==> src/rtl/core/gbfs_pkg.sv <==
package gbfs_pkg;

    // request codes
    localparam logic CMD_WALL   = 1'b0;
    localparam logic CMD_SEARCH = 1'b1;

    // configuration register indexes
    localparam logic REG_ROWS = 1'b0;
    localparam logic REG_COLS = 1'b1;

    // move directions, in the order neighbours are tried
    localparam logic [1:0] DIR_E = 2'd0;
    localparam logic [1:0] DIR_S = 2'd1;
    localparam logic [1:0] DIR_W = 2'd2;
    localparam logic [1:0] DIR_N = 2'd3;

    // most moves reported for one search
    localparam logic [5:0] RESULT_LIMIT = 6'd63;

    localparam logic [3:0] DIM_RESET = 4'd8;

endpackage

==> src/rtl/core/grid_bfs_shortest_path.sv <==
// channel   direction  ports                                   accepted when
// s_        in         command, cell/start/target coordinates  s_valid && s_ready
// m_        out        found, path_length, step_number, dir    m_valid && m_ready
// cfg_      in         index (0 rows, 1 cols), 4-bit data      cfg_valid && cfg_ready
//
// after reset a clearing pass over every cell empties the wall and visited maps
// a search clears the visited map over every cell and seeds the queue with the start cell,
// then dequeues cells and tries the directions of each in E, S, W, N order, reading the
// wall and visited maps at each in-range neighbour (one write and one read port each)
// the trace back walks parent entries into the path memory; each result waits for m_ready
// one request is worked at a time; s_ready is low until the last result is taken
module grid_bfs_shortest_path
    import gbfs_pkg::*;
#(
    parameter int MAX_ROWS = 8,
    parameter int MAX_COLS = 8
) (
    input  logic       aclk,
    input  logic       aresetn,
    input  logic       s_valid,
    output logic       s_ready,
    input  logic       s_command,
    input  logic [2:0] s_cell_row,
    input  logic [2:0] s_cell_col,
    input  logic       s_wall_bit,
    input  logic [2:0] s_start_row,
    input  logic [2:0] s_start_col,
    input  logic [2:0] s_target_row,
    input  logic [2:0] s_target_col,
    output logic       m_valid,
    input  logic       m_ready,
    output logic       m_found,
    output logic [5:0] m_path_length,
    output logic [5:0] m_step_number,
    output logic [1:0] m_move_dir,
    output logic       m_last_move,
    input  logic       cfg_valid,
    output logic       cfg_ready,
    input  logic       cfg_index,
    input  logic [3:0] cfg_data
);

    localparam int CELLS = MAX_ROWS * MAX_COLS;
    localparam int CW    = (CELLS > 1) ? $clog2(CELLS) : 1;
    localparam int RB    = $clog2(MAX_ROWS + 1);
    localparam int CB    = $clog2(MAX_COLS + 1);
    localparam int LW    = (CW > 6) ? CW : 6;

    typedef struct packed {
        logic [RB-1:0] row;
        logic [CB-1:0] col;
        logic [CW-1:0] parent;
        logic [1:0]    dir;
        logic [CW-1:0] depth;
    } qent_t;

    typedef enum logic [3:0] {
        S_INIT, S_IDLE, S_VCLR, S_SEED, S_POP, S_CELL, S_NBRD, S_NBEV,
        S_TRRD, S_TRWR, S_PRD, S_PLD, S_OUT
    } state_t;

    function automatic logic [CW-1:0] cell_addr(input logic [RB-1:0] r,
                                                input logic [CB-1:0] c);
        cell_addr = CW'(CW'(r) * CW'(MAX_COLS) + CW'(c));
    endfunction

    state_t        state_reg, state_next;
    logic [CW-1:0] clr_reg, clr_next;
    logic [3:0]    rows_reg, cols_reg;
    logic [RB-1:0] nr_reg, nr_next, sr_reg, sr_next, tr_reg, tr_next;
    logic [CB-1:0] nc_reg, nc_next, sc_reg, sc_next, tc_reg, tc_next;
    logic [CW:0]   head_reg, head_next, tail_reg, tail_next;
    logic [CW-1:0] here_reg, here_next;
    logic [RB-1:0] cur_row_reg, cur_row_next, nb_row_reg, nb_row_next;
    logic [CB-1:0] cur_col_reg, cur_col_next, nb_col_reg, nb_col_next;
    logic [CW-1:0] depth_reg, depth_next;
    logic [1:0]    dir_reg, dir_next;
    logic [CW-1:0] j_reg, j_next, pos_reg, pos_next;
    logic [5:0]    n_reg, n_next, k_reg, k_next;
    logic          m_valid_reg, m_valid_next, m_found_reg, m_found_next;
    logic [5:0]    m_len_reg, m_len_next, m_step_reg, m_step_next;
    logic [1:0]    m_dir_reg, m_dir_next;
    logic          m_last_reg, m_last_next;

    // memories and their ports
    logic          wall_mem [CELLS];
    logic          vis_mem  [CELLS];
    qent_t         q_mem    [CELLS];
    logic [1:0]    path_mem [CELLS];
    logic          wall_we, wall_wd, vis_we, vis_wd, q_we, path_we;
    logic [CW-1:0] wall_wa, vis_wa, nb_ra, q_wa, q_ra, path_wa, path_ra;
    qent_t         q_wd;
    logic [1:0]    path_wd;
    logic          wall_rd_reg, vis_rd_reg;
    qent_t         q_rd_reg;
    logic [1:0]    path_rd_reg;

    // combinational helpers
    logic [7:0]    rows8, cols8, nr8, nc8;
    logic          in_range, nb_ok;
    logic [RB-1:0] nbr;
    logic [CB-1:0] nbc;
    logic [CW-1:0] new_depth;
    logic [LW-1:0] lenx;

    assign s_ready       = (state_reg == S_IDLE);
    assign cfg_ready     = 1'b1;
    assign m_valid       = m_valid_reg;
    assign m_found       = m_found_reg;
    assign m_path_length = m_len_reg;
    assign m_step_number = m_step_reg;
    assign m_move_dir    = m_dir_reg;
    assign m_last_move   = m_last_reg;

    // region size, clamped to 1..maximum
    always_comb begin
        rows8 = 8'(rows_reg);
        cols8 = 8'(cols_reg);
        if (rows8 == 8'd0) nr8 = 8'd1;
        else if (rows8 > 8'(MAX_ROWS)) nr8 = 8'(MAX_ROWS);
        else nr8 = rows8;
        if (cols8 == 8'd0) nc8 = 8'd1;
        else if (cols8 > 8'(MAX_COLS)) nc8 = 8'(MAX_COLS);
        else nc8 = cols8;
        in_range = (8'(s_start_row) < nr8) && (8'(s_start_col) < nc8)
                && (8'(s_target_row) < nr8) && (8'(s_target_col) < nc8);
    end

    // neighbour of the current cell in direction dir_reg
    always_comb begin
        nbr   = cur_row_reg;
        nbc   = cur_col_reg;
        nb_ok = 1'b0;
        unique case (dir_reg)
            DIR_E: begin
                nbc   = cur_col_reg + CB'(1);
                nb_ok = (cur_col_reg + CB'(1)) < nc_reg;
            end
            DIR_S: begin
                nbr   = cur_row_reg + RB'(1);
                nb_ok = (cur_row_reg + RB'(1)) < nr_reg;
            end
            DIR_W: begin
                nbc   = cur_col_reg - CB'(1);
                nb_ok = (cur_col_reg != '0);
            end
            DIR_N: begin
                nbr   = cur_row_reg - RB'(1);
                nb_ok = (cur_row_reg != '0);
            end
            default: nb_ok = 1'b0;
        endcase
    end

    assign new_depth = depth_reg + CW'(1);
    assign lenx      = LW'(new_depth);

    // sequencer
    always_comb begin
        state_next   = state_reg;
        clr_next     = clr_reg;
        nr_next      = nr_reg;
        nc_next      = nc_reg;
        sr_next      = sr_reg;
        sc_next      = sc_reg;
        tr_next      = tr_reg;
        tc_next      = tc_reg;
        head_next    = head_reg;
        tail_next    = tail_reg;
        here_next    = here_reg;
        cur_row_next = cur_row_reg;
        cur_col_next = cur_col_reg;
        nb_row_next  = nb_row_reg;
        nb_col_next  = nb_col_reg;
        depth_next   = depth_reg;
        dir_next     = dir_reg;
        j_next       = j_reg;
        pos_next     = pos_reg;
        n_next       = n_reg;
        k_next       = k_reg;
        m_valid_next = m_valid_reg;
        m_found_next = m_found_reg;
        m_len_next   = m_len_reg;
        m_step_next  = m_step_reg;
        m_dir_next   = m_dir_reg;
        m_last_next  = m_last_reg;
        wall_we      = 1'b0;
        wall_wa      = clr_reg;
        wall_wd      = 1'b0;
        vis_we       = 1'b0;
        vis_wa       = clr_reg;
        vis_wd       = 1'b0;
        nb_ra        = cell_addr(nbr, nbc);
        q_we         = 1'b0;
        q_wa         = tail_reg[CW-1:0];
        q_wd         = '{row: nbr, col: nbc, parent: here_reg, dir: dir_reg,
                         depth: new_depth};
        q_ra         = head_reg[CW-1:0];
        path_we      = 1'b0;
        path_wa      = pos_reg;
        path_wd      = q_rd_reg.dir;
        path_ra      = CW'(k_reg);

        unique case (state_reg)
            S_INIT: begin
                wall_we = 1'b1;
                vis_we  = 1'b1;
                clr_next = clr_reg + CW'(1);
                if (clr_reg == CW'(CELLS - 1)) state_next = S_IDLE;
            end
            S_IDLE: begin
                if (s_valid) begin
                    if (s_command == CMD_WALL) begin
                        if (8'(s_cell_row) < 8'(MAX_ROWS) && 8'(s_cell_col) < 8'(MAX_COLS))
                        begin
                            wall_we = 1'b1;
                            wall_wa = cell_addr(RB'(s_cell_row), CB'(s_cell_col));
                            wall_wd = s_wall_bit;
                        end
                    end else if (!in_range
                            || (s_start_row == s_target_row && s_start_col == s_target_col))
                    begin
                        m_valid_next = 1'b1;
                        m_found_next = in_range;
                        m_len_next   = '0;
                        m_step_next  = '0;
                        m_dir_next   = DIR_E;
                        m_last_next  = 1'b1;
                        state_next   = S_OUT;
                    end else begin
                        nr_next    = RB'(nr8);
                        nc_next    = CB'(nc8);
                        sr_next    = RB'(s_start_row);
                        sc_next    = CB'(s_start_col);
                        tr_next    = RB'(s_target_row);
                        tc_next    = CB'(s_target_col);
                        clr_next   = '0;
                        state_next = S_VCLR;
                    end
                end
            end
            S_VCLR: begin
                vis_we   = 1'b1;
                clr_next = clr_reg + CW'(1);
                if (clr_reg == CW'(CELLS - 1)) state_next = S_SEED;
            end
            S_SEED: begin
                vis_we     = 1'b1;
                vis_wa     = cell_addr(sr_reg, sc_reg);
                vis_wd     = 1'b1;
                q_we       = 1'b1;
                q_wa       = '0;
                q_wd       = '{row: sr_reg, col: sc_reg, parent: '0, dir: DIR_E,
                               depth: '0};
                head_next  = '0;
                tail_next  = (CW+1)'(1);
                state_next = S_POP;
            end
            S_POP: begin
                if (head_reg == tail_reg) begin
                    m_valid_next = 1'b1;
                    m_found_next = 1'b0;
                    m_len_next   = '0;
                    m_step_next  = '0;
                    m_dir_next   = DIR_E;
                    m_last_next  = 1'b1;
                    state_next   = S_OUT;
                end else begin
                    here_next  = head_reg[CW-1:0];
                    head_next  = head_reg + (CW+1)'(1);
                    state_next = S_CELL;
                end
            end
            S_CELL: begin
                cur_row_next = q_rd_reg.row;
                cur_col_next = q_rd_reg.col;
                depth_next   = q_rd_reg.depth;
                dir_next     = DIR_E;
                state_next   = S_NBRD;
            end
            S_NBRD: begin
                if (nb_ok) begin
                    nb_row_next = nbr;
                    nb_col_next = nbc;
                    state_next  = S_NBEV;
                end else if (dir_reg == DIR_N) begin
                    state_next = S_POP;
                end else begin
                    dir_next = dir_reg + 2'd1;
                end
            end
            S_NBEV: begin
                q_wd = '{row: nb_row_reg, col: nb_col_reg, parent: here_reg,
                         dir: dir_reg, depth: new_depth};
                if (!vis_rd_reg && !wall_rd_reg && tail_reg < (CW+1)'(CELLS)) begin
                    vis_we    = 1'b1;
                    vis_wa    = cell_addr(nb_row_reg, nb_col_reg);
                    vis_wd    = 1'b1;
                    q_we      = 1'b1;
                    tail_next = tail_reg + (CW+1)'(1);
                end
                if (!vis_rd_reg && !wall_rd_reg && tail_reg < (CW+1)'(CELLS)
                        && nb_row_reg == tr_reg && nb_col_reg == tc_reg) begin
                    // target entry gives the last move; walk parents for the rest
                    path_we    = 1'b1;
                    path_wa    = depth_reg;
                    path_wd    = dir_reg;
                    pos_next   = depth_reg;
                    j_next     = here_reg;
                    n_next     = (lenx > LW'(RESULT_LIMIT)) ? RESULT_LIMIT : 6'(lenx);
                    k_next     = '0;
                    state_next = (here_reg == '0) ? S_PRD : S_TRRD;
                end else if (dir_reg == DIR_N) begin
                    state_next = S_POP;
                end else begin
                    dir_next   = dir_reg + 2'd1;
                    state_next = S_NBRD;
                end
            end
            S_TRRD: begin
                q_ra       = j_reg;
                state_next = S_TRWR;
            end
            S_TRWR: begin
                path_we    = 1'b1;
                path_wa    = pos_reg - CW'(1);
                pos_next   = pos_reg - CW'(1);
                j_next     = q_rd_reg.parent;
                state_next = (q_rd_reg.parent == '0) ? S_PRD : S_TRRD;
            end
            S_PRD: begin
                state_next = S_PLD;
            end
            S_PLD: begin
                m_valid_next = 1'b1;
                m_found_next = 1'b1;
                m_len_next   = n_reg;
                m_step_next  = k_reg;
                m_dir_next   = path_rd_reg;
                m_last_next  = (k_reg == n_reg - 6'd1);
                state_next   = S_OUT;
            end
            S_OUT: begin
                if (m_ready) begin
                    m_valid_next = 1'b0;
                    k_next       = k_reg + 6'd1;
                    state_next   = m_last_reg ? S_IDLE : S_PRD;
                end
            end
            default: state_next = S_IDLE;
        endcase
    end

    // state and registered outputs
    always_ff @(posedge aclk) begin
        if (!aresetn) begin
            state_reg   <= S_INIT;
            clr_reg     <= '0;
            rows_reg    <= DIM_RESET;
            cols_reg    <= DIM_RESET;
            head_reg    <= '0;
            tail_reg    <= '0;
            m_valid_reg <= 1'b0;
        end else begin
            state_reg   <= state_next;
            clr_reg     <= clr_next;
            head_reg    <= head_next;
            tail_reg    <= tail_next;
            m_valid_reg <= m_valid_next;
            if (cfg_valid && cfg_index == REG_ROWS) rows_reg <= cfg_data;
            if (cfg_valid && cfg_index == REG_COLS) cols_reg <= cfg_data;
        end
        nr_reg      <= nr_next;
        nc_reg      <= nc_next;
        sr_reg      <= sr_next;
        sc_reg      <= sc_next;
        tr_reg      <= tr_next;
        tc_reg      <= tc_next;
        here_reg    <= here_next;
        cur_row_reg <= cur_row_next;
        cur_col_reg <= cur_col_next;
        nb_row_reg  <= nb_row_next;
        nb_col_reg  <= nb_col_next;
        depth_reg   <= depth_next;
        dir_reg     <= dir_next;
        j_reg       <= j_next;
        pos_reg     <= pos_next;
        n_reg       <= n_next;
        k_reg       <= k_next;
        m_found_reg <= m_found_next;
        m_len_reg   <= m_len_next;
        m_step_reg  <= m_step_next;
        m_dir_reg   <= m_dir_next;
        m_last_reg  <= m_last_next;
    end

    // wall and visited maps, read at the neighbour cell
    always_ff @(posedge aclk) begin
        if (wall_we) wall_mem[wall_wa] <= wall_wd;
        wall_rd_reg <= wall_mem[nb_ra];
    end

    always_ff @(posedge aclk) begin
        if (vis_we) vis_mem[vis_wa] <= vis_wd;
        vis_rd_reg <= vis_mem[nb_ra];
    end

    // search queue: cell, parent entry, arrival move and depth
    always_ff @(posedge aclk) begin
        if (q_we) q_mem[q_wa] <= q_wd;
        q_rd_reg <= q_mem[q_ra];
    end

    // moves of the found path, in order from the start
    always_ff @(posedge aclk) begin
        if (path_we) path_mem[path_wa] <= path_wd;
        path_rd_reg <= path_mem[path_ra];
    end

    // checks
    a_head_le_tail: assert property (@(posedge aclk) disable iff (!aresetn)
        head_reg <= tail_reg)
        else $error("queue head passed tail");

    a_tail_bound: assert property (@(posedge aclk) disable iff (!aresetn)
        tail_reg <= (CW+1)'(CELLS))
        else $error("queue tail beyond depth");

    a_no_overlap: assert property (@(posedge aclk) disable iff (!aresetn)
        !(s_ready && m_valid))
        else $error("request taken while a result is pending");

    a_last_to_idle: assert property (@(posedge aclk) disable iff (!aresetn)
        (m_valid && m_ready && m_last_move) |=> (state_reg == S_IDLE))
        else $error("final result did not end the search");

endmodule
==> config.mk <==
export PLATFORM = sky130hd
export DESIGN_NAME = grid_bfs_shortest_path
export DESIGN_NICKNAME = d
export VERILOG_FILES = /design/src/rtl/core/gbfs_pkg.sv /design/src/rtl/core/grid_bfs_shortest_path.sv
export SDC_FILE = /design/constraint.sdc
export NUM_CORES = 2
export LEC_CHECK = 0
export BUFFER_PORTS_ARGS = -buffer_cell sky130_fd_sc_hd__clkbuf_2
export CAP_MARGIN = 20
export CORE_MARGIN = 2
export CORE_UTILIZATION = 55
export CTS_BUF_LIST = sky130_fd_sc_hd__clkbuf_4 sky130_fd_sc_hd__clkbuf_8
export CTS_CLUSTER_SIZE = 16
export DETAILED_ROUTE_END_ITERATION = 7
export GPL_TIMING_DRIVEN = 1
export PLACE_DENSITY = 0.77
export SETUP_SLACK_MARGIN = 0.02
export SYNTH_ARGS = -nofsm -noshare
export SYNTH_HDL_FRONTEND = slang
export SYNTH_SLANG_ARGS = --single-unit
export TNS_END_PERCENT = 1
==> constraint.sdc <==
create_clock -name aclk -period 6.4 [get_ports aclk]
set_clock_uncertainty 0.1 [all_clocks]
set_input_delay 0.64 -clock aclk [delete_from_list [all_inputs] [get_ports aclk]]
set_output_delay 0.64 -clock aclk [all_outputs]
set_load 0.01 [all_outputs]
# After elaboration in Yosys (flattened, before gate mapping)
# Memory sizes are Yosys's and may differ from the RTL's. A register that Yosys moved wholly into a read port is not among the register bits.
# Index checks and enable logic that the tools add are counted.
# classes
n_bitwise,3
n_mux,93
n_addsub,16
reduce_logical,45
n_shift,0
mul,0
n_div,0
magnitude_cmp,10
eq_ne,36
# ops
cell,n
$mux 6,17
$pmux 6 s2,5
$mux 4,14
$pmux 4 s13,1
$pmux 22 s2,1
$pmux 6 s3,2
$lt 3x8->1,4
$pmux 7 s2,2
$mux 1,24
$mux 2,12
$ne 2x2->1 const B,11
$eq 4x4->1 const B,5
$add 6x1->6 const B,3
$eq 4x3->1 const B,4
$pmux 4 s2,2
$add 7x1->7 const B,2
$mux 7,2
$add 6x3->6,2
$add 6x4->6,2
$logic_not 4->1,3
$logic_not 6->1,2
$pmux 2 s3,2
$reduce_and 2->1,6
$reduce_and 6->1,2
other kinds (36),73
# totals
ramBits,1664
elab_cells,236
latch_bits,0
mem_count,4
inputBits,30
reg_bits,123
rom_bits,0
# memory_table
memory,depth,width,read_ports,rd_clocked_by_memory_dff,write_ports,line_no,source
q_mem,64,22,1,1,1,grid_bfs_shortest_path.sv:88,qent_t q_mem [CELLS];
path_mem,64,2,1,1,1,grid_bfs_shortest_path.sv:89,logic [1:0] path_mem [CELLS];
vis_mem,64,1,1,1,1,grid_bfs_shortest_path.sv:87,logic vis_mem [CELLS];
wall_mem,64,1,1,1,1,grid_bfs_shortest_path.sv:86,logic wall_mem [CELLS];

# Longest topological paths before layout
# depth
word_depth,13
mapped_depth,14
ltp_nobuf,11

# Worst setup path before layout
# No wires, ideal clock.
# synth_path
path_type,register -> register
from,register cur_col_reg[1]
to,"memory q_mem[0][15] (netlist name), data pin"
synth_period_minus_slack_ps,5619
arrival_ps,4970
slack_ps,781
stages_incl_launch_ff,13
path_buffers,5
setup_ps,549
cell_sequence,edfxtp_1 buf_1 clkbuf_1 inv_1 ha_1 xor2_1 buf_2 buf_2 buf_2 nor2_1 a21oi_1 nor2_1 a21oi_1
# synth_rtl
item,line_no,source
from (decl),grid_bfs_shortest_path.sv:75,"logic [CB-1:0] cur_col_reg, cur_col_next, nb_col_reg, nb_col_next;"
from (signal assigned),grid_bfs_shortest_path.sv:381,cur_col_reg <= cur_col_next;
to (decl),grid_bfs_shortest_path.sv:88,

# Worst setup path after layout
# layout_path
from,register state_reg[3]
to,"register, netlist name q_rd_reg[12]"
# layout_via
elab_chain_len,2
# layout_rtl
item,line_no,source
from (decl),grid_bfs_shortest_path.sv:67,"state_t state_reg, state_next;"
from (signal assigned),grid_bfs_shortest_path.sv:365,state_reg <= state_next;
$eq 4x4->1,grid_bfs_shortest_path.sv:204,unique case (state_reg)
$mux 6,grid_bfs_shortest_path.sv:204,
# Every way passes these cells.
# A chain may end at the register's enable or synchronous reset.

==> impl_metrics.csv <==
group,metric,value,unit
synth,synth_edf_count,1748,
flow_run,cap_viol_max_count,0,
cells_and_area,drive_above_1_share,23.5,%
pwr,power_density,275,mW/mm^2
critical_path,arrival,5490,ps
route,vias,41775,
cts,clockBufferDepth,4,
pwr,power.leakage,27.1,nW
synth,ys.warnings.count,0,
route,drc,0,
synth,synthAdderAreaFrac,0.516,%
cts,postCtsSetupBuffers,0,
global_routing,grt_max_degree,112,
route,vias_per_cell,6.44,
synth,netlist.area_leader.share,72.2,%
floorplanning,start_util,55.4,%
route,drtIter0Drc,5942,
sta,slew_headroom,23.8,%
sta,setup_violations,0,
synth,syn-cell-area,0.0727,sq mm
synth,yosysTopAreaCell,"edfxtp_1",
floorplanning,fp-row-count,133,
global_routing,grt_pass1_vias,41234,
placement,post_dp_cell_area,0.0760,sq mm
sta,drv_slew,0,
cts,cts_resized,0,
cells_and_area,design_area,0.0819,sq mm
route,ant_nets,0,
synth,post-synth-top-count-cell,"edfxtp_1",
synth,synthFlopType,"edfxtp_1",
placement,hpwl,109000,microns
floorplanning,boundaryPins,49,
cells_and_area,top_regs,"q_mem x1408, path_mem x128",
status,status,"complete, no violations",
min_path,holdPathEnd,"rows_reg[3]",
route,dr.pass1.iters,6,
global_routing,grt_usage,26.8,%
pwr,ir_worst_vdd,0.000221,V
floorplanning,coreArea,0.131,sq mm
cells_and_area,top_register,"q_mem",
synth,syn_nets,4295,
critical_path,cp-start-kind,"flop",
min_path,min_from,"cfg_valid",
global_routing,grt-ovfl-total,0,
sta,min_period,4760,ps
sta,min_period_over_period,74.4,%
critical_path,r2r-end,"q_rd_reg[12]",
pwr,total_power,22.5,mW
critical_path,reg2reg_depth,9,
cts,cts_tree,"yes",
critical_path,critPathRequiredTime,7130,ps
synth,synth_area_per_cell,17.2,sq um
synth,synth_compound_area_share,4.32,%
critical_path,end_kind,"flop",
cells_and_area,post-route-util,62.3,%
placement,port_buffers,47,
cts,numCtsBuffers,298,
synth,ys_seq_area_share,74.0,%
cts,htreeDepth,5,
critical_path,worstSetupPathType,"flop to flop",
cells_and_area,area_growth,12.6,%
floorplanning,die_area,0.135,sq mm
cells_and_area,nets,4599,
global_routing,grt_antenna_before_repair,4,
sta,setup_tns,0,ps
synth,synth-simple-area-share,7.24,%
critical_path,reg2reg_slack,1640,ps
cts,clk_latency,990,ps
synth,synth_commonest_cells,"edfxtp_1 (1,748), nand2_1 (469), nor2_1 (353), mux4_2 (313), clkbuf_1 (143)",
sta,tightest_slew,1140,ps
synth,yosysUniqueCellTypes,76,
synth,muxShareOfSynthArea,11.7,%
cts,root_buffer,"clkbuf_8",
critical_path,rr_startpoint,"state_reg[3]",
synth,netlist_instances,4235,
route,finalWirelength,182000,microns
sta,fmax,0.210,GHz
min_path,hold_class,"input pin to flop",
cts,cts.reportedPaths.clkPinSlew,60,ps
critical_path,path_max_fanout,48,
sta,rsz0062_at_grt,"no",
min_path,hold_depth,4,
floorplanning,die_w,368,microns
cts,clkSinkCount,1813,
sta,final-hold-violation-count,0,
synth,synth-seq-cells,1813,
floorplanning,die_h,368,microns
route,wl_per_cell,28.0,microns
global_routing,grt_pass1_wl,266000,microns
synth,async_flop_share,0,%
synth,synth-xor-area-share,0.711,%
cts,ctsHoldBuffers,28,
synth,synth_top_family_by_area,"multiplexers",
placement,place_congestion,0.957,
cells_and_area,largest_register_ffs,1408,
synth,netlist_top_cells_area,"edfxtp_1 (72%), mux4_2 (9.7%), nand2_1 (2.4%)",
-- worst max-delay path, cell delays in order (launching register included) --
cell and delay, ps:
dfxtp_1 690, nor4b_4 310, buf_4 290, mux2i_4 710, buf_12 330, buf_12 360
mux4_2 570, a22o_1 260, a31oi_1 780, nand4b_1 160
-- through the flow --
stage	hold slack (ps)	setup WS [ps]	cells
after floorplan	286	781	4235
after global placement	355	1850	5954
after detailed placement	368	1840	5963
after CTS	84.0	1820	6483
after global routing	175	1470	6487
final	172	1640	6488
-- power breakdown --
| part | leakage (nW) | total (mW) | switching (mW) | internal [mW] |
|---|---|---|---|---|
| sequential | 16.6 | 12.8 | 0.0115 | 12.8 |
| combinational | 7.60 | 0.130 | 0.0802 | 0.0495 |
| clock | 2.93 | 9.56 | 4.36 | 5.20 |
| total | 27.1 | 22.5 | 4.45 | 18.1 |
-- cells in the final DEF, fill, tap and decap left out, types with 51 or more instances in the layout --
cell type | Yosys | routed
a31oi_1 | 51 | 51
nand4_1 | 63 | 63
mux2i_1 | 127 | 126
dfxtp_1 | 65 | 65
buf_4 | 5 | 140
nor2_1 | 353 | 273
clkbuf_4 | 0 | 98
a32oi_1 | 74 | 74
a22oi_1 | 96 | 96
edfxtp_1 | 1748 | 1748
nand3_1 | 132 | 132
nor2_2 | 0 | 69
mux4_2 | 313 | 313
clkbuf_8 | 0 | 308
nand2_1 | 469 | 469
-- worst max-delay path by stage --
stage / slack [ps] / start / depth (start not counted) / end
finish: 1640 / state_reg[3] / 9 / q_rd_reg[12]
global route: 1470 / state_reg[3] / 9 / q_rd_reg[12]
CTS: 1820 / state_reg[3] / 9 / q_rd_reg[11]
detailed placement: 1840 / state_reg[3] / 9 / q_rd_reg[11]
global placement: 1850 / state_reg[0] / 5 / q_mem[43][9]
floorplan: 780 / cur_col_reg[1] / 12 / q_mem[0][15]
-- area by class of cell --
type,count,area (sq um)
tap,1755,2200
clock inverter,86,520
sequential,1813,53800
inverter,44,170
antenna,2,5.00
timing repair buffer,235,1970
fill,8803,49400
multi-input combinational,2147,18200
clock buffer,406,4970
-- metal layers --
metal	part of all wire, %	track usage [%]	wire length [microns]	vias up
li1	-	-	-	17450
met1	37	37.0	67700	21249
met2	48	41.8	86500	2674
met3	11	5.59	20400	400
met4	4.0	11.4	7190	2
met5	0.0055	0	10	-
-- cell families (layout without fill, tap and decap cells) --
logic type / Yosys count / count (layout)
muxes: 455 / 455
AOI/OAI and AO/OA: 426 / 426
other: 1 / 3
buffers and inverters: 275 / 771
DFF: 1813 / 1813
and+or+nand+nor: 1176 / 1176
adders and majority gates: 30 / 30
xor gates and xnor gates: 59 / 59
Note: power is estimated with default switching activity, not from simulation.
